==> src/hdl/pdt_pkg.sv <==
`default_nettype none

package pdt_pkg;

   // table geometry
   localparam int TABLE_DEPTH = 64;
   localparam int ADDR_W      = $clog2(TABLE_DEPTH);
   localparam int COUNT_W     = $clog2(TABLE_DEPTH + 1);

   // result field widths
   localparam int PLANE_INDEX_W  = 6;
   localparam int ENTRIES_USED_W = 7;

   // register reset values: 0.99 in Q1.14, 0.25 in Q8.8
   localparam logic signed [15:0] NORMAL_TOL_RESET   = 16'sd16220;
   localparam logic        [15:0] DISTANCE_TOL_RESET = 16'd64;

   // register indexes
   localparam logic CSR_NORMAL_TOL   = 1'b0;
   localparam logic CSR_DISTANCE_TOL = 1'b1;

   typedef enum logic [1:0] {
      OP_ADD   = 2'd0,
      OP_FIND  = 2'd1,
      OP_CLEAR = 2'd2
   } op_type;

   typedef enum logic [1:0] {
      ST_IDLE,
      ST_SCAN,
      ST_OUT
   } state_type;

   // one stored plane, x normal in the lowest bits
   typedef struct packed {
      logic signed [31:0] plane_offset;
      logic signed [15:0] normal_z;
      logic signed [15:0] normal_y;
      logic signed [15:0] normal_x;
   } plane_type;

   // tag that rides along with a table read through the compare pipe
   typedef struct packed {
      logic              valid;
      logic [ADDR_W-1:0] index;
   } scan_tag_type;

   // compare outcome for one table entry
   typedef struct packed {
      logic              valid;
      logic [ADDR_W-1:0] index;
      logic              hit;
   } match_result_type;

   // result beat, plane index in the lowest bits
   typedef struct packed {
      logic                      pad;
      logic [ENTRIES_USED_W-1:0] entries_used;
      logic                      table_full;
      logic                      matched;
      logic [PLANE_INDEX_W-1:0]  plane_index;
   } rsp_fields_type;

endpackage

`default_nettype wire

==> src/hdl/pdt_match.sv <==
`default_nettype none

module pdt_match (
   input  wire logic                      clock,
   input  wire logic                      reset,
   input  wire pdt_pkg::scan_tag_type     in_tag,
   input  wire pdt_pkg::plane_type        entry,
   input  wire pdt_pkg::plane_type        query,
   input  wire logic signed [15:0]        normal_tol,
   input  wire logic        [15:0]        distance_tol,
   output pdt_pkg::match_result_type      result
);

   // stage 1: products and raw distance difference
   pdt_pkg::scan_tag_type    tag1_ff;
   logic signed [31:0]       prod_x_ff, prod_y_ff, prod_z_ff;
   logic signed [31:0]       prod_x_in, prod_y_in, prod_z_in;
   logic signed [32:0]       diff_ff, diff_in;

   // stage 2: dot product and absolute difference
   pdt_pkg::scan_tag_type    tag2_ff;
   logic signed [33:0]       dot_ff, dot_in;
   logic        [32:0]       abs_diff_ff, abs_diff_in;

   // stage 3: verdict
   pdt_pkg::match_result_type result_ff, result_in;
   logic signed [33:0]        normal_limit;

   always_comb begin
      prod_x_in = entry.normal_x * query.normal_x;
      prod_y_in = entry.normal_y * query.normal_y;
      prod_z_in = entry.normal_z * query.normal_z;
      diff_in   = $signed({entry.plane_offset[31], entry.plane_offset})
                - $signed({query.plane_offset[31], query.plane_offset});
   end

   always_comb begin
      dot_in      = 34'(prod_x_ff) + 34'(prod_y_ff) + 34'(prod_z_ff);
      abs_diff_in = diff_ff[32] ? 33'(-diff_ff) : 33'(diff_ff);
   end

   // tolerance scaled to Q5.28
   assign normal_limit = $signed({{4{normal_tol[15]}}, normal_tol, 14'b0});

   always_comb begin
      result_in.valid = tag2_ff.valid;
      result_in.index = tag2_ff.index;
      result_in.hit   = (dot_ff > normal_limit) && (abs_diff_ff < {17'b0, distance_tol});
   end

   // advance the tags and the verdict
   always_ff @(posedge clock) begin
      if (reset) begin
         tag1_ff   <= '0;
         tag2_ff   <= '0;
         result_ff <= '0;
      end else begin
         tag1_ff   <= in_tag;
         tag2_ff   <= tag1_ff;
         result_ff <= result_in;
      end
   end

   // advance the data
   always_ff @(posedge clock) begin
      prod_x_ff   <= prod_x_in;
      prod_y_ff   <= prod_y_in;
      prod_z_ff   <= prod_z_in;
      diff_ff     <= diff_in;
      dot_ff      <= dot_in;
      abs_diff_ff <= abs_diff_in;
   end

   assign result = result_ff;

endmodule

`default_nettype wire

==> config.mk <==
export PLATFORM = sky130hd
export DESIGN_NAME = pdt_match
export DESIGN_NICKNAME = d
export VERILOG_FILES = /design/src/hdl/pdt_pkg.sv /design/src/hdl/pdt_match.sv
export SDC_FILE = /design/constraint.sdc
export NUM_CORES = 2
export LEC_CHECK = 0
export ABC_AREA = 1
export BUFFER_PORTS_ARGS = -buffer_cell sky130_fd_sc_hd__clkbuf_2
export CAP_MARGIN = 20
export CORE_MARGIN = 5
export CORE_UTILIZATION = 45
export CTS_BUF_LIST = sky130_fd_sc_hd__clkbuf_8
export DETAILED_ROUTE_END_ITERATION = 10
export PLACE_DENSITY_LB_ADDON = 0.2
export RECOVER_POWER = 100
export SYNTH_ARGS = -nofsm -noshare
export SYNTH_HDL_FRONTEND = slang
export SYNTH_SLANG_ARGS = --single-unit
==> constraint.sdc <==
create_clock -name clock -period 13.3 [get_ports clock]
set_input_delay 2.66 -clock clock [delete_from_list [all_inputs] [get_ports clock]]
set_output_delay 2.66 -clock clock [all_outputs]
set_load 0.02 [all_outputs]
==> impl_results.md <==
- Outcome: complete, no violations
- CTS clk-pin slew, worst paths: 60 ps
- Register area share after synthesis: 0.1016
- Initial antenna violation count: 2
- Total routed wirelength: 107800 um
- Register area: 4364 sq um
- Tcrit/Tclk final: 0.6208
- Hold Path End: abs_diff_ff[0]
- Req. time, crit path: 13770 ps
- Worst hold path class: reg -> reg
- TNS Setup: 0 ps
- TritonCTS Sinks: 218
- FF+latch count, synth: 218
- Area leader, netlist: fa_1
- Crit path kind: in -> reg
- Max-Cap Viols: 0
- Most used cell along the critical path: fa_1
- Cell row count: 113
- Crit. End Element: register
- Crit-path max cell delay: 900 ps
- CTS tree: done
- Fin Clk Skew: 33.44 ps
- # hold bufs at CTS: 0
- Vias in the first global route: 36040
- Cell Area, Placed: 44920 sq um
- Clock Latency Late Sink: 580 ps
- Die ar.: 101700 sq um
- Total CTS buffers: 39
- # Post-CTS Setup Buffers: 0
- Clk buf depth: 3
- Nature of the critical path startpoint: primary input
- Cells on worst reg2reg path: 12
- Hold Path Stages: 0
- Most frequent cell after synthesis: inv_1
- Width of the die: 319.0 um
- Layout cells sized above 1: 0.05366
- Reg2reg start: prod_z_ff[0]
- Post-DP HPWL: 93030 um
- Syn Inst Count: 5586
- Relative slew slack: 0.1888
- Die height: 319.0 um
- Syn_area_per_cell: 7.690 sq um
- CP top delay family: adder cells
- Final Wtd Congestion: 0.9255
- R2R setup slack: 10170 ps
- Dominant cells by area after synthesis: fa_1 38%, inv_1 14%, nand2_1 11%
- Fmax: 121.1 MHz
- Synth cell types: 42
- Worst Path Max Fanout: 16
- Slew Limit Fails: 0
- Ys async rst share: 0
- DR vias: 33640
- Drt drc: 0
- YS warnings: 0
- Period minus WS final: 8256 ps
- Ys flop type: dfxtp_1
- Share of Yosys cell area claimed by the top area cell type: 0.3822
- Nets: 7024
- Wire length per cell: 15.51 um
- H-tree depth: 2
- Crit path DAT: 8720 ps
- Synthesized Nets: 6953
- I/O Buffers: 208
- Final ANT Viol Nets: 0
- Global-route wire length before repair: 184100 um
- Starting Density: 0.4528
- First-pass DRT Iterations: 6
- Final Hold Fails: 0
- Root buf cell: clkbuf_8
- Mapped Area: 42960 sq um
- Fin area: 45570 sq um
- Top cells by count, synth: 1556 x inv_1, 1312 x nand2_1, 820 x fa_1, 346 x ha_1, 293 x nor2_1
- Ports: 209
- Hold Startpoint: diff_ff[0]
- RR Endpoint: dot_ff[31]
- # resized after CTS: 0
- Gr usage total: 0.2189
- Grt ovf: 0
- Area of the multi-input gates: 31960 sq um
- Core area: 94870 sq um
- Vias per inst: 4.840
- Stages on the worst setup path: 19
- Endpoints failing setup: 0
- Drt first-iter violations: 1873
- Cells along the critical path: clkbuf_1, nand2_1, inv_1, fa_1, fa_1, fa_1, fa_1, fa_1, inv_1, fa_1, inv_1, ha_1, nand2_1, nor2_1, inv_1, nor3_1, nand3_1, nand3_1, xor2_1
- Fillers: 9533
- EDFF count, synth: 0
- RSZ-0062 raised after global routing: no
- Largest net degree at the start of global routing: 28
- Slowest CP cell: fa_1
- Worst-Margin Slew: 1217 ps
- P&R area growth vs syn: 6.082%
- Bufs and invs on worst path: 5
[cells in the final DEF (no fill, tap or decap), types with 3 or more instances in the layout]
cell type / synthesis / final
clkinv_4: 0 / 3
fa_1: 820 / 820
clkbuf_1: 174 / 18
nor3_1: 31 / 33
clkinv_2: 0 / 4
nand4_1: 42 / 42
o21ai_1: 7 / 4
clkbuf_8: 0 / 46
a31oi_1: 4 / 4
or2_2: 16 / 16
o21bai_1: 19 / 19
nand3b_1: 10 / 10
ha_1: 346 / 346
nor3_2: 6 / 4
and3_1: 5 / 5
nand3_1: 167 / 168
nand2_2: 14 / 6
xor2_1: 104 / 104
inv_2: 7 / 7
nand2_1: 1312 / 1320
a21oi_1: 181 / 185
xnor2_1: 43 / 43
clkbuf_2: 0 / 191
nor4_1: 13 / 13
nand2b_1: 6 / 6
o21ai_0: 111 / 122
nor2_1: 293 / 296
inv_1: 1556 / 1569
o21a_1: 5 / 5
nor2_2: 17 / 15
a21o_1: 16 / 16
dfxtp_1: 218 / 218
a21boi_0: 8 / 9
[registers in the layout (all words and copies together), names as in the netlist]
| name | flops |
|---|---|
| abs_diff_ff | 33 |
| diff_ff | 33 |
| dot_ff | 34 |
| prod_x_ff | 32 |
| prod_y_ff | 32 |
| prod_z_ff | 32 |
| result | 8 |
| result_in | 7 |
| tag1_ff | 7 |
[routing by layer]
layer	global-route usage	vias up	share of wire
met2	0.3759	780	0.48
met4	0.03877	2	0.017
li1	-	16320	-
met5	0	-	0.00012
met3	0.02575	119	0.048
met1	0.3047	16410	0.46
[worst reg2reg max path, cell delays in order (launching register included)]
cell and delay [ps]:
dfxtp_1 310, inv_1 120, fa_1 390, inv_1 70, ha_1 170, inv_1 60
fa_1 450, o21ai_0 450, a21oi_1 260, o21ai_0 380, nand2_1 170, nand3_1 130
nand2_1 80
[through the flow]
| step | hold slack, ps | instances | setup WS, ps | utilization |
|---|---|---|---|---|
| floorplan | 330.8 | 5586 | 5470 | - |
| global placement | 341.8 | 6881 | 4777 | 0.4735 |
| detailed placement | 341.5 | 6881 | 4843 | 0.4735 |
| CTS | 352.9 | 6949 | 5437 | 0.4815 |
| global route | 367.1 | 6949 | 4643 | 0.4803 |
| finish | 350.8 | 6950 | 5044 | 0.4803 |
[how the worst max path moves through the flow]
| stage | start | to | slack, ps |
|---|---|---|---|
| 2_1_floorplan | query[19] | prod_y_ff[27] | 5470 |
| 3_3_place_gp | query[1] | prod_x_ff[31] | 4780 |
| 3_5_place_dp | query[1] | prod_x_ff[31] | 4840 |
| 4_1_cts | query[1] | prod_x_ff[31] | 5440 |
| 5_1_grt | query[1] | prod_x_ff[31] | 4640 |
| 6_report | query[1] | prod_x_ff[27] | 5040 |
[layout make-up]
type	count	share of cell area
multi-input cells	3625	0.7013
inverters	1563	0.1287
flip-flops and latches	218	0.09577
well taps	1265	0.03473
repair buffers	210	0.02262
clock buffers	46	0.01389
clock inverters	22	0.002910
diodes	1	0.00005491
[logic make-up (layout without fill, tap and decap cells)]
logic type | Yosys count | after routing | share of synthesized area
AO/OA/AOI/OAI | 368 | 368 | 0.04722
adder cells (fa/ha/maj) | 1166 | 1166 | 0.4829
buffers and inverters | 1743 | 1841 | 0.1523
other | 0 | 1 | 0
AND/OR/NAND/NOR | 1944 | 1944 | 0.1859
XOR/XNOR | 147 | 147 | 0.02997
flip-flops | 218 | 218 | 0.1016
Power is not shown: default switching activity piles up to over one toggle a cycle in this logic, so the estimate is an artifact.
